[config.mk]
export PLATFORM = sky130hd
export DESIGN_NAME = autoranging_light_level_tracker_top
export DESIGN_NICKNAME = d
export VERILOG_FILES = /design/src/allt_pkg.sv /design/src/allt_ram.sv /design/src/allt_div.sv /design/src/autoranging_light_level_tracker_top.sv
export SDC_FILE = /design/constraint.sdc
export NUM_CORES = 2
export LEC_CHECK = 0
export BUFFER_PORTS_ARGS = -buffer_cell sky130_fd_sc_hd__buf_2
export CAP_MARGIN = 0
export CORE_MARGIN = 4
export CORE_UTILIZATION = 50
export CTS_CLUSTER_DIAMETER = 50
export DETAILED_ROUTE_END_ITERATION = 12
export GPL_TIMING_DRIVEN = 0
export PLACE_DENSITY_LB_ADDON = 0.3
export SYNTH_ARGS = -nofsm -noshare
export SYNTH_HDL_FRONTEND = slang
export SYNTH_HIERARCHICAL = 1
export SYNTH_SLANG_ARGS = --single-unit
[constraint.sdc]
create_clock -name clk -period 7.32 [get_ports clk]
set_input_delay 1.098 -clock clk [delete_from_list [all_inputs] [get_ports clk]]
set_output_delay 1.098 -clock clk [all_outputs]
set_load 0.03 [all_outputs]
[src/allt_pkg.sv]
// Shared types, constants and sizes for the autoranging light level tracker.
// No dependencies; every other file except allt_ram refers to it by scoped names.
package allt_pkg;

	// sizes
	localparam int HISTORY_DEPTH = 96;
	localparam int SAMPLE_BITS   = 16;
	localparam int ADC_BITS      = 16;
	localparam int LEVEL_BITS    = 8;
	localparam int INTERVAL_BITS = 20;
	localparam int CFG_IDX_BITS  = 2;
	localparam int CFG_DATA_BITS = 20;
	localparam int DIV_BITS      = 16;

	localparam int ADDR_BITS  = (HISTORY_DEPTH > 1) ? $clog2(HISTORY_DEPTH) : 1;
	localparam int COUNT_BITS = $clog2(HISTORY_DEPTH + 1);
	localparam int SUM_BITS   = COUNT_BITS + LEVEL_BITS;

	// span / 100 as (span * ceil(2^23 / 100)) >> 23, exact for any 16-bit span
	localparam int PCT_RECIP_BITS = 17;
	localparam int PCT_SHIFT      = 23;

	// constants
	localparam logic [ADC_BITS-1:0] SAMPLE_MASK = ADC_BITS'((1 << SAMPLE_BITS) - 1);
	localparam logic [INTERVAL_BITS-1:0] ELAPSED_MAX = '1;
	localparam logic [INTERVAL_BITS-1:0] RST_INTERVAL = INTERVAL_BITS'(900000);
	localparam logic [ADC_BITS-1:0] RST_ADC_HIGH = ADC_BITS'(26403);
	localparam logic [ADC_BITS-1:0] RST_ADC_LOW  = ADC_BITS'(213);
	localparam logic [ADC_BITS-1:0] RST_SLOPE    = ADC_BITS'(262);
	localparam logic [LEVEL_BITS-1:0] RST_RUN_MIN = LEVEL_BITS'(100);
	localparam logic [LEVEL_BITS-1:0] LEVEL_SAT   = '1;
	localparam logic [PCT_RECIP_BITS-1:0] PCT_RECIP = PCT_RECIP_BITS'(83887);
	localparam logic [COUNT_BITS-1:0] DEPTH_CNT   = COUNT_BITS'(HISTORY_DEPTH);
	localparam logic [COUNT_BITS-1:0] LAST_POS    = COUNT_BITS'(HISTORY_DEPTH - 1);

	// register indexes
	localparam logic [CFG_IDX_BITS-1:0] CFG_INTERVAL = 2'd0;
	localparam logic [CFG_IDX_BITS-1:0] CFG_ADC_HIGH = 2'd1;
	localparam logic [CFG_IDX_BITS-1:0] CFG_ADC_LOW  = 2'd2;
	localparam logic [CFG_IDX_BITS-1:0] CFG_SLOPE    = 2'd3;

	// input mode codes
	localparam logic MODE_SAMPLE = 1'b0;
	localparam logic MODE_TICK   = 1'b1;

	typedef struct packed {
		logic                mode;
		logic [ADC_BITS-1:0] adc_sample;
	} in_beat_t;

	typedef struct packed {
		logic [LEVEL_BITS-1:0] light_percent;
		logic [LEVEL_BITS-1:0] level_min;
		logic [LEVEL_BITS-1:0] level_max;
		logic [LEVEL_BITS-1:0] level_mean;
		logic                  history_pushed;
	} out_beat_t;

	typedef struct packed {
		logic                start;
		logic [DIV_BITS-1:0] dividend;
		logic [DIV_BITS-1:0] divisor;
	} div_req_t;

	typedef struct packed {
		logic                done;
		logic [DIV_BITS-1:0] quotient;
	} div_rsp_t;

endpackage

[src/allt_ram.sv]
// Generic single-write, single-read RAM with registered read data.
// No dependencies.
module allt_ram #(
	parameter int WIDTH = 8,
	parameter int DEPTH = 96,
	localparam int AW = (DEPTH > 1) ? $clog2(DEPTH) : 1
) (
	input  logic             clk,
	input  logic             we,
	input  logic [AW-1:0]    waddr,
	input  logic [WIDTH-1:0] wdata,
	input  logic [AW-1:0]    raddr,
	output logic [WIDTH-1:0] rdata
);

	logic [WIDTH-1:0] mem [DEPTH];

	always_ff @(posedge clk) begin
		if (we) begin
			mem[waddr] <= wdata;
		end
		rdata <= mem[raddr];
	end

endmodule

[src/allt_div.sv]
// Restoring divider, one quotient bit per cycle.
// Depends on allt_pkg for the request/response types.
module allt_div (
	input  logic              clk,
	input  logic              arst_n,
	input  allt_pkg::div_req_t req,
	output allt_pkg::div_rsp_t rsp
);

	localparam int W  = allt_pkg::DIV_BITS;
	localparam int CB = $clog2(W);

	logic [W-1:0]  rem_q;
	logic [W-1:0]  quo_q;
	logic [W-1:0]  dvs_q;
	logic [CB-1:0] cnt_q;
	logic          busy_q;
	logic          done_q;
	logic [W:0]    shifted;
	logic          fits;

	assign shifted = {rem_q, quo_q[W-1]};
	assign fits    = shifted >= {1'b0, dvs_q};

	always_ff @(posedge clk or negedge arst_n) begin
		if (!arst_n) begin
			busy_q <= 1'b0;
			done_q <= 1'b0;
			cnt_q  <= '0;
		end else begin
			done_q <= 1'b0;
			if (req.start) begin
				busy_q <= 1'b1;
				cnt_q  <= CB'(W - 1);
			end else if (busy_q) begin
				cnt_q <= cnt_q - 1'b1;
				if (cnt_q == '0) begin
					busy_q <= 1'b0;
					done_q <= 1'b1;
				end
			end
		end
	end

	always_ff @(posedge clk) begin
		if (req.start) begin
			rem_q <= '0;
			quo_q <= req.dividend;
			dvs_q <= req.divisor;
		end else if (busy_q) begin
			rem_q <= fits ? W'(shifted - {1'b0, dvs_q}) : shifted[W-1:0];
			quo_q <= {quo_q[W-2:0], fits};
		end
	end

	assign rsp.done     = done_q;
	assign rsp.quotient = quo_q;

endmodule

[src/autoranging_light_level_tracker_top.sv]
// Top level of the autoranging light level tracker.
// Depends on allt_pkg, allt_ram (history ring) and allt_div (shared divider).
//
// Usage:
//   Input channel (in_valid / in_stall / in_data) carries one beat per event:
//   mode 1 is a one millisecond tick, mode 0 an ADC sample. A tick gives
//   no result and leaves the block idle. A sample gives exactly one result beat
//   on the output channel (out_valid / out_stall / out_data).
//   Sample steps, one sample at a time through a single shared divider:
//     control
//     + span / 100 by reciprocal multiply, if a calibration bound moved
//     + light = (high - sample) / slope, unless the slope is zero
//     + on a history push: a walk of fill_count entries of the history RAM
//       through its one read port, then the mean (sum / fill_count).
//   The result sits in an output register; a new input beat is taken while
//   that register still waits on out_stall, and the block only holds at the
//   end of the next sample until the register is free.
//   Configuration: cfg_we / cfg_index / cfg_data, written while idle. Writing
//   one of the initial bound / slope registers loads the live value at once.
//   Reset (arst_n low): bounds and slope to their defaults, timer stopped,
//   history empty. The history RAM is not cleared; only written entries are
//   ever read, tracked by the fill count.
module autoranging_light_level_tracker_top (
	input  logic                                clk,
	input  logic                                arst_n,
	input  logic                                in_valid,
	output logic                                in_stall,
	input  allt_pkg::in_beat_t                  in_data,
	output logic                                out_valid,
	input  logic                                out_stall,
	output allt_pkg::out_beat_t                 out_data,
	input  logic                                cfg_we,
	input  logic [allt_pkg::CFG_IDX_BITS-1:0]   cfg_index,
	input  logic [allt_pkg::CFG_DATA_BITS-1:0]  cfg_data
);

	localparam int AB = allt_pkg::ADC_BITS;
	localparam int LB = allt_pkg::LEVEL_BITS;
	localparam int CB = allt_pkg::COUNT_BITS;
	localparam int DB = allt_pkg::DIV_BITS;

	// sequencer states
	localparam logic [2:0] ST_IDLE   = 3'd0;
	localparam logic [2:0] ST_SLOPE  = 3'd1;  // span / 100 by reciprocal multiply
	localparam logic [2:0] ST_LIGHT  = 3'd2;  // diff / slope in flight
	localparam logic [2:0] ST_UPDATE = 3'd3;  // running min/max, push decision
	localparam logic [2:0] ST_SCAN   = 3'd4;  // walk written history entries
	localparam logic [2:0] ST_MEAN   = 3'd5;  // sum / fill in flight
	localparam logic [2:0] ST_OUT    = 3'd6;  // load output register

	logic [2:0] state_q;

	// tracker state
	logic [AB-1:0]                          adc_high_q;
	logic [AB-1:0]                          adc_low_q;
	logic [AB-1:0]                          slope_q;
	logic [LB-1:0]                          run_min_q;
	logic [LB-1:0]                          run_max_q;
	logic [LB-1:0]                          mean_q;
	logic [CB-1:0]                          wr_pos_q;
	logic [CB-1:0]                          fill_q;
	logic [allt_pkg::INTERVAL_BITS-1:0]     elapsed_q;
	logic                                   timer_on_q;
	logic [allt_pkg::INTERVAL_BITS-1:0]     interval_q;

	// per-sample working registers
	logic [AB-1:0]               sample_q;
	logic [LB-1:0]               light_q;
	logic                        pushed_q;
	logic                        div_start_q;
	logic [DB-1:0]               div_a_q;
	logic [DB-1:0]               div_b_q;
	logic [CB-1:0]               rd_idx_q;
	logic                        rd_v_s1;
	logic [LB-1:0]               lo_q;
	logic [LB-1:0]               hi_q;
	logic [allt_pkg::SUM_BITS-1:0] sum_q;

	allt_pkg::out_beat_t out_q;
	logic                out_valid_q;

	allt_pkg::div_req_t div_req;
	allt_pkg::div_rsp_t div_rsp;

	logic          in_acc;
	logic          is_sample;
	logic [AB-1:0] smp;
	logic [AB-1:0] hi_new;
	logic [AB-1:0] lo_new;
	logic          bound_moved;
	logic [AB-1:0] span;
	logic [DB+allt_pkg::PCT_RECIP_BITS-1:0] pct_prod;
	logic [AB-1:0] slope_calc;
	logic [LB-1:0] light_sat;
	logic          push_due;
	logic          scan_issue;
	logic          out_load;
	logic          ram_we;
	logic [LB-1:0] ram_rdata;

	assign in_stall  = (state_q != ST_IDLE);
	assign in_acc    = in_valid && !in_stall;
	assign is_sample = (in_data.mode == allt_pkg::MODE_SAMPLE);

	// bound widening for an incoming sample
	assign smp         = in_data.adc_sample & allt_pkg::SAMPLE_MASK;
	assign hi_new      = (smp > adc_high_q) ? smp : adc_high_q;
	assign lo_new      = (smp < adc_low_q) ? smp : adc_low_q;
	assign bound_moved = (smp > adc_high_q) || (smp < adc_low_q);
	assign span        = (hi_new >= lo_new) ? AB'(hi_new - lo_new) : '0;

	// new slope from the registered span (div_a_q holds it in ST_SLOPE)
	assign pct_prod   = div_a_q * allt_pkg::PCT_RECIP;
	assign slope_calc = AB'(pct_prod >> allt_pkg::PCT_SHIFT);

	assign light_sat  = (|div_rsp.quotient[DB-1:LB]) ? allt_pkg::LEVEL_SAT
	                                                  : div_rsp.quotient[LB-1:0];
	assign push_due   = (elapsed_q >= interval_q);
	assign scan_issue = (state_q == ST_SCAN) && (rd_idx_q < fill_q);
	assign out_load   = (state_q == ST_OUT) && (!out_valid_q || !out_stall);
	assign ram_we     = (state_q == ST_UPDATE) && push_due;

	assign div_req.start    = div_start_q;
	assign div_req.dividend = div_a_q;
	assign div_req.divisor  = div_b_q;

	allt_div u_div (
		.clk    (clk),
		.arst_n (arst_n),
		.req    (div_req),
		.rsp    (div_rsp)
	);

	allt_ram #(
		.WIDTH (LB),
		.DEPTH (allt_pkg::HISTORY_DEPTH)
	) u_hist (
		.clk   (clk),
		.we    (ram_we),
		.waddr (wr_pos_q[allt_pkg::ADDR_BITS-1:0]),
		.wdata (light_q),
		.raddr (rd_idx_q[allt_pkg::ADDR_BITS-1:0]),
		.rdata (ram_rdata)
	);

	// control and tracker state
	always_ff @(posedge clk or negedge arst_n) begin
		if (!arst_n) begin
			state_q     <= ST_IDLE;
			adc_high_q  <= allt_pkg::RST_ADC_HIGH;
			adc_low_q   <= allt_pkg::RST_ADC_LOW;
			slope_q     <= allt_pkg::RST_SLOPE;
			run_min_q   <= allt_pkg::RST_RUN_MIN;
			run_max_q   <= '0;
			mean_q      <= '0;
			wr_pos_q    <= '0;
			fill_q      <= '0;
			elapsed_q   <= '0;
			timer_on_q  <= 1'b0;
			interval_q  <= allt_pkg::RST_INTERVAL;
			div_start_q <= 1'b0;
			rd_idx_q    <= '0;
			rd_v_s1     <= 1'b0;
			out_valid_q <= 1'b0;
		end else begin
			div_start_q <= 1'b0;

			if (out_load) begin
				out_valid_q <= 1'b1;
			end else if (!out_stall) begin
				out_valid_q <= 1'b0;
			end

			unique case (state_q)
				ST_IDLE: begin
					if (in_acc) begin
						if (!is_sample) begin
							if (timer_on_q && (elapsed_q != allt_pkg::ELAPSED_MAX)) begin
								elapsed_q <= elapsed_q + 1'b1;
							end
						end else begin
							if (!timer_on_q) begin
								timer_on_q <= 1'b1;
								elapsed_q  <= '0;
							end
							adc_high_q <= hi_new;
							adc_low_q  <= lo_new;
							if (bound_moved) begin
								state_q <= ST_SLOPE;
							end else if (slope_q == '0) begin
								state_q <= ST_UPDATE;
							end else begin
								div_start_q <= 1'b1;
								state_q     <= ST_LIGHT;
							end
						end
					end
				end
				ST_SLOPE: begin
					slope_q <= slope_calc;
					if (slope_calc == '0) begin
						state_q <= ST_UPDATE;
					end else begin
						div_start_q <= 1'b1;
						state_q     <= ST_LIGHT;
					end
				end
				ST_LIGHT: begin
					if (div_rsp.done) begin
						state_q <= ST_UPDATE;
					end
				end
				ST_UPDATE: begin
					if (run_min_q > light_q) run_min_q <= light_q;
					if (run_max_q < light_q) run_max_q <= light_q;
					if (push_due) begin
						elapsed_q <= '0;
						wr_pos_q  <= (wr_pos_q == allt_pkg::LAST_POS) ? '0 : wr_pos_q + 1'b1;
						if (fill_q != allt_pkg::DEPTH_CNT) begin
							fill_q <= fill_q + 1'b1;
						end
						rd_idx_q <= '0;
						rd_v_s1  <= 1'b0;
						state_q  <= ST_SCAN;
					end else begin
						state_q <= ST_OUT;
					end
				end
				ST_SCAN: begin
					rd_v_s1 <= scan_issue;
					if (scan_issue) begin
						rd_idx_q <= rd_idx_q + 1'b1;
					end else if (!rd_v_s1) begin
						div_start_q <= 1'b1;
						state_q     <= ST_MEAN;
					end
				end
				ST_MEAN: begin
					if (div_rsp.done) begin
						run_min_q <= lo_q;
						run_max_q <= hi_q;
						mean_q    <= div_rsp.quotient[LB-1:0];
						state_q   <= ST_OUT;
					end
				end
				ST_OUT: begin
					if (out_load) begin
						state_q <= ST_IDLE;
					end
				end
				default: begin
					state_q <= ST_IDLE;
				end
			endcase

			// config writes must only arrive while idle; the block itself does not enforce this
			if (cfg_we) begin
				unique case (cfg_index)
					allt_pkg::CFG_INTERVAL:
						interval_q <= cfg_data[allt_pkg::INTERVAL_BITS-1:0];
					allt_pkg::CFG_ADC_HIGH: adc_high_q <= cfg_data[AB-1:0];
					allt_pkg::CFG_ADC_LOW:  adc_low_q  <= cfg_data[AB-1:0];
					allt_pkg::CFG_SLOPE:    slope_q    <= cfg_data[AB-1:0];
					default: ;
				endcase
			end
		end
	end

	// datapath registers, no reset
	always_ff @(posedge clk) begin
		unique case (state_q)
			ST_IDLE: begin
				if (in_acc && is_sample) begin
					sample_q <= smp;
					if (bound_moved) begin
						div_a_q <= DB'(span);
					end else if (slope_q == '0) begin
						light_q <= allt_pkg::LEVEL_SAT;
					end else begin
						div_a_q <= DB'(hi_new - smp);
						div_b_q <= DB'(slope_q);
					end
				end
			end
			ST_SLOPE: begin
				if (slope_calc == '0) begin
					light_q <= allt_pkg::LEVEL_SAT;
				end else begin
					// high >= sample always holds after widening
					div_a_q <= DB'(adc_high_q - sample_q);
					div_b_q <= slope_calc;
				end
			end
			ST_LIGHT: begin
				if (div_rsp.done) begin
					light_q <= light_sat;
				end
			end
			ST_UPDATE: begin
				pushed_q <= push_due;
				lo_q     <= allt_pkg::LEVEL_SAT;
				hi_q     <= '0;
				sum_q    <= '0;
			end
			ST_SCAN: begin
				if (rd_v_s1) begin
					if (ram_rdata < lo_q) lo_q <= ram_rdata;
					if (ram_rdata > hi_q) hi_q <= ram_rdata;
					sum_q <= sum_q + allt_pkg::SUM_BITS'(ram_rdata);
				end else if (!scan_issue) begin
					div_a_q <= DB'(sum_q);
					div_b_q <= DB'(fill_q);
				end
			end
			ST_MEAN: ;
			ST_OUT: begin
				if (out_load) begin
					out_q.light_percent  <= light_q;
					out_q.level_min      <= run_min_q;
					out_q.level_max      <= run_max_q;
					out_q.level_mean     <= mean_q;
					out_q.history_pushed <= pushed_q;
				end
			end
			default: ;
		endcase
	end

	assign out_valid = out_valid_q;
	assign out_data  = out_q;

endmodule

; Word-level counts from Yosys, hierarchy flattened
; Memories as Yosys holds them, arrays and structs flattened. A register that Yosys moved wholly into a read port is not among the register bits.
; Cells that the tools add are included.
[classes]
eq_ne = 36
add_sub_neg = 10
n_bitwise = 1
n_lt_le_gt_ge = 10
mux = 98
n_mul = 1
reduce_logical = 43
[ops]
columns = cell, count
row1 = 2-to-1 mux 16 bit, 31
row2 = 2-to-1 mux 8 bit, 14
row3 = 2-to-1 mux 20 bit, 5
row4 = case mux 16 bit (3 select lines), 2
row5 = case mux 8 bit (2 select lines), 4
row6 = subtractor 16 bit, 4
row7 = case mux 20 bit (2 select lines), 1
row8 = multiplier 16 x 17 -> 33 bit (second input constant), 1
row9 = logical NOT 16 bit, 2
row10 = case mux 15 bit (2 select lines), 1
row11 = != test 2 bit (second input constant), 14
row12 = case mux 8 bit (3 select lines), 1
row13 = adder 7 x 1 -> 7 bit (second input constant), 3
row14 = 2-to-1 mux 3 bit, 7
row15 = 2-to-1 mux 7 bit, 3
row16 = case mux 3 bit (7 select lines), 1
row17 = AND reduction 3 bit, 7
row18 = adder 20 x 1 -> 20 bit (second input constant), 1
row19 = >= comparator 20 bit, 1
row20 = 2-to-1 mux 1 bit, 20
row21 = != test 20 bit (second input constant), 1
row22 = >= comparator 17 x 16 -> 1 bit, 1
row23 = >= comparator 16 bit, 1
row24 = greater-than comparator 16 bit, 1
row25 = other kinds (35), 72
[totals]
mem_bits_rw = 768
input_bits = 44
mem_count = 1
ff_bits = 315
[mem_list]
columns = memory, depth, width, rd, rd_clocked_by_memory_dff, wr, line_no
row1 = u_hist.mem, 96, 8, 1, 1, 1, allt_ram.sv:16  ; logic [WIDTH-1:0] mem [DEPTH];

; Logic depth before layout (Yosys ltp)
[logic_depth]
ltp_word = 7
depth_mapped = 24
mapped_depth_nobuf = 23

; Cells and area by module
; The synthesis kept the hierarchy.
[by_module_without_submodules]
columns = mod, area_per_inst_um2, seq_area_each_um2, cells_per_inst, n_inst
row1 = allt_ram, 30067.6, 23222.3, 1437, 1
row2 = autoranging_light_level_tracker_top, 20587.2, 7174.4, 2100, 1
row3 = allt_div, 3005.4, 1431.4, 291, 1

; Worst setup path after synthesis
; Ideal clock, no wire load.
[synth_path]
path_type = flip-flop to flip-flop
startpoint = register div_a_q[10]
endpoint = register div_b_q[0], enable pin
arrival_time_ns = 6.581
slack_ns = 0.328
synth_period_minus_slack_ns = 6.992
setup_time_ns = 0.411
stages_incl_launch_ff = 20
cell_sequence = edfxtp_1 > fa_1 > fa_1 > inv_1 > fa_1 > inv_1 > fa_1 > fa_1 > fa_1 > ha_1 > a21o_1 > a221oi_2 > o22ai_1 > a311o_1 > o21a_1 > o21a_1 > o211a_1 > nand4b_1 > nor3_1 > o21ai_0
[synth_via]
elab_chain_cells = 4
[synth_lines]
columns = item, line_no
row1 = "start, declared", autoranging_light_level_tracker_top.sv:71  ; logic [DB-1:0] div_a_q;
row2 = "start signal, assigned", autoranging_light_level_tracker_top.sv:277  ; div_a_q <= DB'(span);
row3 = "start signal, assigned", autoranging_light_level_tracker_top.sv:281  ; div_a_q <= DB'(hi_new - smp);
row4 = "start signal, assigned", autoranging_light_level_tracker_top.sv:291  ; div_a_q <= DB'(adc_high_q - sample_q);
row5 = multiplier 16 x 17 -> 33 bit, autoranging_light_level_tracker_top.sv:113  ; assign pct_prod = div_a_q * allt_pkg::PCT_RECIP;
row6 = logical NOT 16 bit, autoranging_light_level_tracker_top.sv:287  ; if (slope_calc == '0) begin
row7 = != test 2 bit (no source line), -
row8 = AND reduction 7 bit (no source line), -
row9 = "end signal, assigned", autoranging_light_level_tracker_top.sv:282  ; div_b_q <= DB'(slope_q);
row10 = "end signal, assigned", autoranging_light_level_tracker_top.sv:292  ; div_b_q <= slope_calc;
row11 = "end signal, assigned", autoranging_light_level_tracker_top.sv:313  ; div_b_q <= DB'(fill_q);
row12 = "end, declared", autoranging_light_level_tracker_top.sv:72  ; logic [DB-1:0] div_b_q;
; Every way passes these cells.
; A chain may end at the register's enable or synchronous reset.

; Final worst setup path
[layout_path]
startpoint = register div_a_q[4]
endpoint = register light_q[6], enable pin
[layout_via]
elab_chain_cells = 4
[layout_lines]
columns = item, line_no
row1 = multiplier 16 x 17 -> 33 bit, autoranging_light_level_tracker_top.sv:113
row2 = logical NOT 16 bit, autoranging_light_level_tracker_top.sv:287
row3 = != test 2 bit (no source line), -
row4 = AND reduction 6 bit (no source line), -
row5 = "end signal, assigned", autoranging_light_level_tracker_top.sv:279  ; light_q <= allt_pkg::LEVEL_SAT;
row6 = "end signal, assigned", autoranging_light_level_tracker_top.sv:288  ; light_q <= allt_pkg::LEVEL_SAT;
row7 = "end signal, assigned", autoranging_light_level_tracker_top.sv:297  ; light_q <= light_sat;
row8 = "end, declared", autoranging_light_level_tracker_top.sv:68  ; logic [LB-1:0] light_q;
; Every way passes these cells.

==> metrics.md <==
| Metric | Value |
|---|---|
| Setup ws final | `0.256 ns` |
| Max Freq | `0.142 GHz` |
| Die footprint | `113000 um2` |
| Net count, final | `4517` |
| Most frequent cells in the layout | `921 x edfxtp_1, 339 x inv_1, 296 x ha_1` |
| Drt pass-1 iters | `7` |
| Critical path's most frequent cell | `fa_1` |
| Final ANT Viol Nets | `0` |
| CTS tree | `built` |
| Global-route wire length before repair | `220000 um` |
| Worst slew pin tran | `1.34 ns` |
| Synth top area share | `51.5%` |
| Post-CTS Hold Fix Bufs | `0` |
| Largest net degree at the start of global routing | `92` |
| Htree depth | `3` |
| Vias | `33900` |
| Startpoint Class | `flop` |
| Root Driver | `clkbuf_16` |
| Post-DP HPWL | `106000 um` |
| Worst EP required | `7.72 ns` |
| Yosys Warn Count | `6` |
| DRT Wirelength | `147000 um` |
| Clk slew on worst S/H paths | `0.06 ns` |
| Critical path endpoint category | `flop` |
| Share of cells above drive strength 1 | `16.0%` |
| Vias per inst | `6.09` |
| Relative slew slack | `10.4%` |
| Routability cong. | `0.937` |
| Synth area leader | `edfxtp_1` |
| #FFs+latches synth | `1091` |
| GRT overflow | `0` |
| Initial antenna violation count | `3` |
| Setup-failing EPs final | `0` |
| Final min period | `7.06 ns` |
| Setup TNS | `0 ns` |
| Final hold violations | `0` |
| Clk buf depth | `3` |
| Status | `complete, no violations` |
| FF-to-FF Start | `div_a_q[4]$_DFFE_PP_` |
| Hold crit path type | `input pin to asynchronous set/reset pin` |
| Global Route Usage Sum | `26.4%` |
| Delay-heaviest family, CP | `adder cells` |
| CORE AREA | `106000 um2` |
| DR DRC count | `0` |
| Initial Utilization | `50.7%` |
| Worst reg-to-reg path cell count | `20` |
| Placed cell count | `5332` |
| Post-synthesis cell type count | `92` |
| PortBufs | `77` |
| Area contributors post-synth | `edfxtp_1 52%, mux4_2 7.5%, ha_1 6.9%` |
| Synthesized net count | `4270` |
| Slew Viols, Final | `0` |
| Post-Synthesis Cells | `3828` |
| Worst-path cell with the longest stage delay | `fa_1` |
| Critical Path, Cell by Cell | `fa_1, inv_1, fa_1, inv_1, fa_1, fa_1, fa_1, inv_1, fa_1, inv_1, ha_1, a211oi_2, o21bai_1, a311o_1, o21a_1, nor3_1, o211a_1, nand4b_1, or4_4, nand2_4` |
| Commonest non-fill, non-tap cell in the layout | `edfxtp_1` |
| Top FF cell, synth | `edfxtp_1` |
| Later-pin clock latency in the skew report | `0.74 ns` |
| Drt wl/cell | `26.4 um` |
| Crit Path Category | `flop to flop` |
| CP arrival | `7.47 ns` |
| DP Worst Slack | `-0.370 ns` |
| Synth async-reset ratio | `13.4%` |
| Mapped Avg Cell Area | `14.0 um2` |
| R2R Path End | `light_q[6]$_SDFFCE_PP1P_` |
| Sequential share of the synthesized area | `59.3%` |
| Largest stage delay on the critical path | `0.61 ns` |
| Period utilisation layout | `96.5%` |
| Die Width | `336 um` |
| Max-Cap Viols | `0` |
| Maximum fanout along the worst path | `8` |
| Worst path bufs/invs | `4` |
| Finished Layout Cells | `5570` |
| Vias in the first global route | `34000` |
| Num rows | `119` |
| Clock sinks | `1091` |
| Die Ht | `336 um` |
| Fin Clk Skew | `0.0297 ns` |
| # IOs | `79` |
| Post-synth EDFFs | `921` |
| DRT iter0 DRCs | `3767` |
| Post-Syn Area | `53700 um2` |
| P&R area growth vs syn | `13.5%` |
| Inserted Clock Buffers | `119` |
| RSZ-0062 raised after global routing | `no` |
| Reg2Reg Setup Slack | `0.26 ns` |
-- cell usage after synthesis (11+ instances only) --
| cell | instances |
|---|---|
| a31oi_1 | 23 |
| o22ai_1 | 11 |
| mux2_2 | 49 |
| o21ai_0 | 239 |
| dfstp_2 | 30 |
| mux2i_1 | 86 |
| nor3_1 | 45 |
| a21o_1 | 50 |
| fa_1 | 102 |
| o211ai_1 | 17 |
| or2_2 | 15 |
| and2_1 | 11 |
| dfrtp_1 | 116 |
| xor2_1 | 31 |
| a22oi_1 | 43 |
| a221o_1 | 11 |
| ha_1 | 296 |
| clkbuf_1 | 69 |
| a211oi_1 | 22 |
| xnor2_1 | 44 |
| nand2_1 | 254 |
| nand3_1 | 75 |
| nand2b_1 | 56 |
| or3_1 | 11 |
| edfxtp_1 | 921 |
| buf_4 | 19 |
| buf_1 | 12 |
| dfxtp_1 | 24 |
| nor4_1 | 12 |
| a32oi_1 | 11 |
| mux4_2 | 179 |
| buf_2 | 30 |
| nor2b_1 | 38 |
| nor2_1 | 230 |
| and3_1 | 38 |
| nand4_1 | 19 |
| a21oi_1 | 87 |
| inv_1 | 339 |
-- per-stage QoR --
stage                     instance area [um2]  utilization (%)  hold WS, ns
after CTS                               60800             57.4        0.291
after detailed placement                56700             53.6        0.405
final                                   60900             57.5        0.324
after global routing                    60900             57.5        0.338
after global placement                  55800             52.7        0.404
after floorplan                         53700                -        0.400
-- how the worst max path moves through the flow --
stage	from	endpoint	slack (ns)	cells after the start
6_report	div_a_q[4]$_DFFE_PP_	light_q[6]$_SDFFCE_PP1P_	0.26	20
2_1_floorplan	div_a_q[10]$_DFFE_PP_	div_b_q[0]$_DFFE_PP_	0.33	19
3_3_place_gp	div_a_q[1]$_DFFE_PP_	div_b_q[1]$_DFFE_PP_	-0.94	21
4_1_cts	div_a_q[13]$_DFFE_PP_	light_q[6]$_SDFFCE_PP1P_	0.08	21
5_1_grt	div_a_q[13]$_DFFE_PP_	light_q[6]$_SDFFCE_PP1P_	0.006	21
3_5_place_dp	div_a_q[1]$_DFFE_PP_	light_q[6]$_SDFFCE_PP1P_	-0.37	21
-- flip-flops by register name (all words and copies together) (netlist names), 15 cells and up --
name and count:
div_b_q 16, u_div/rem_q 16, u_div/dvs_q 16, elapsed_q 20, slope_q 16, interval_q 20, adc_low_q 16, u_hist/mem 768
u_div/quo_q 16, div_a_q 16, sample_q 16, sum_q 15, adc_high_q 16, out_data 33
-- logic make-up (layout without fill, tap and decap cells) --
kind of cell	count (synthesis)	in the layout	share of synthesized area (%)
adders and majority gates	398	398	10.7
AOI/OAI and AO/OA	639	639	7.68
and+or+nand+nor	835	835	7.32
xor gates and xnor gates	75	75	1.22
buffers and inverters	476	826	3.61
other	0	1	0
DFF	1091	1091	59.3
muxes	314	314	10.1
-- area by class of cell --
class,count,area [um2]
buffer,136,664
fill,8155,45000
multi-input combinational,2261,20000
clock buffer,147,3150
antenna,1,2.50
sequential,1091,31800
timing repair buffer,126,1430
inverter,340,1280
tap,1391,1740
clock inverter,77,806
-- per-layer routing --
metal / track usage [%] / share of wire, % / wire length, um / vias up
li1: - / - / - / 14900
met5: 0 / 0.0088 / 13 / -
met2: 43.4 / 48 / 70400 / 1704
met4: 11.1 / 4.8 / 7120 / 2
met3: 5.30 / 8.9 / 13000 / 391
met1: 34.7 / 38 / 56600 / 17000
-- repair_timing --
item | in CTS | in global routing
endpoints found under the setup margin | 40 | 33
gates resized for setup | 3 | 7
pin swaps | 0 | 2
setup buffers | 11 | 2
Power is not shown: default switching activity piles up to over one toggle a cycle in this logic, so the estimate is an artifact.
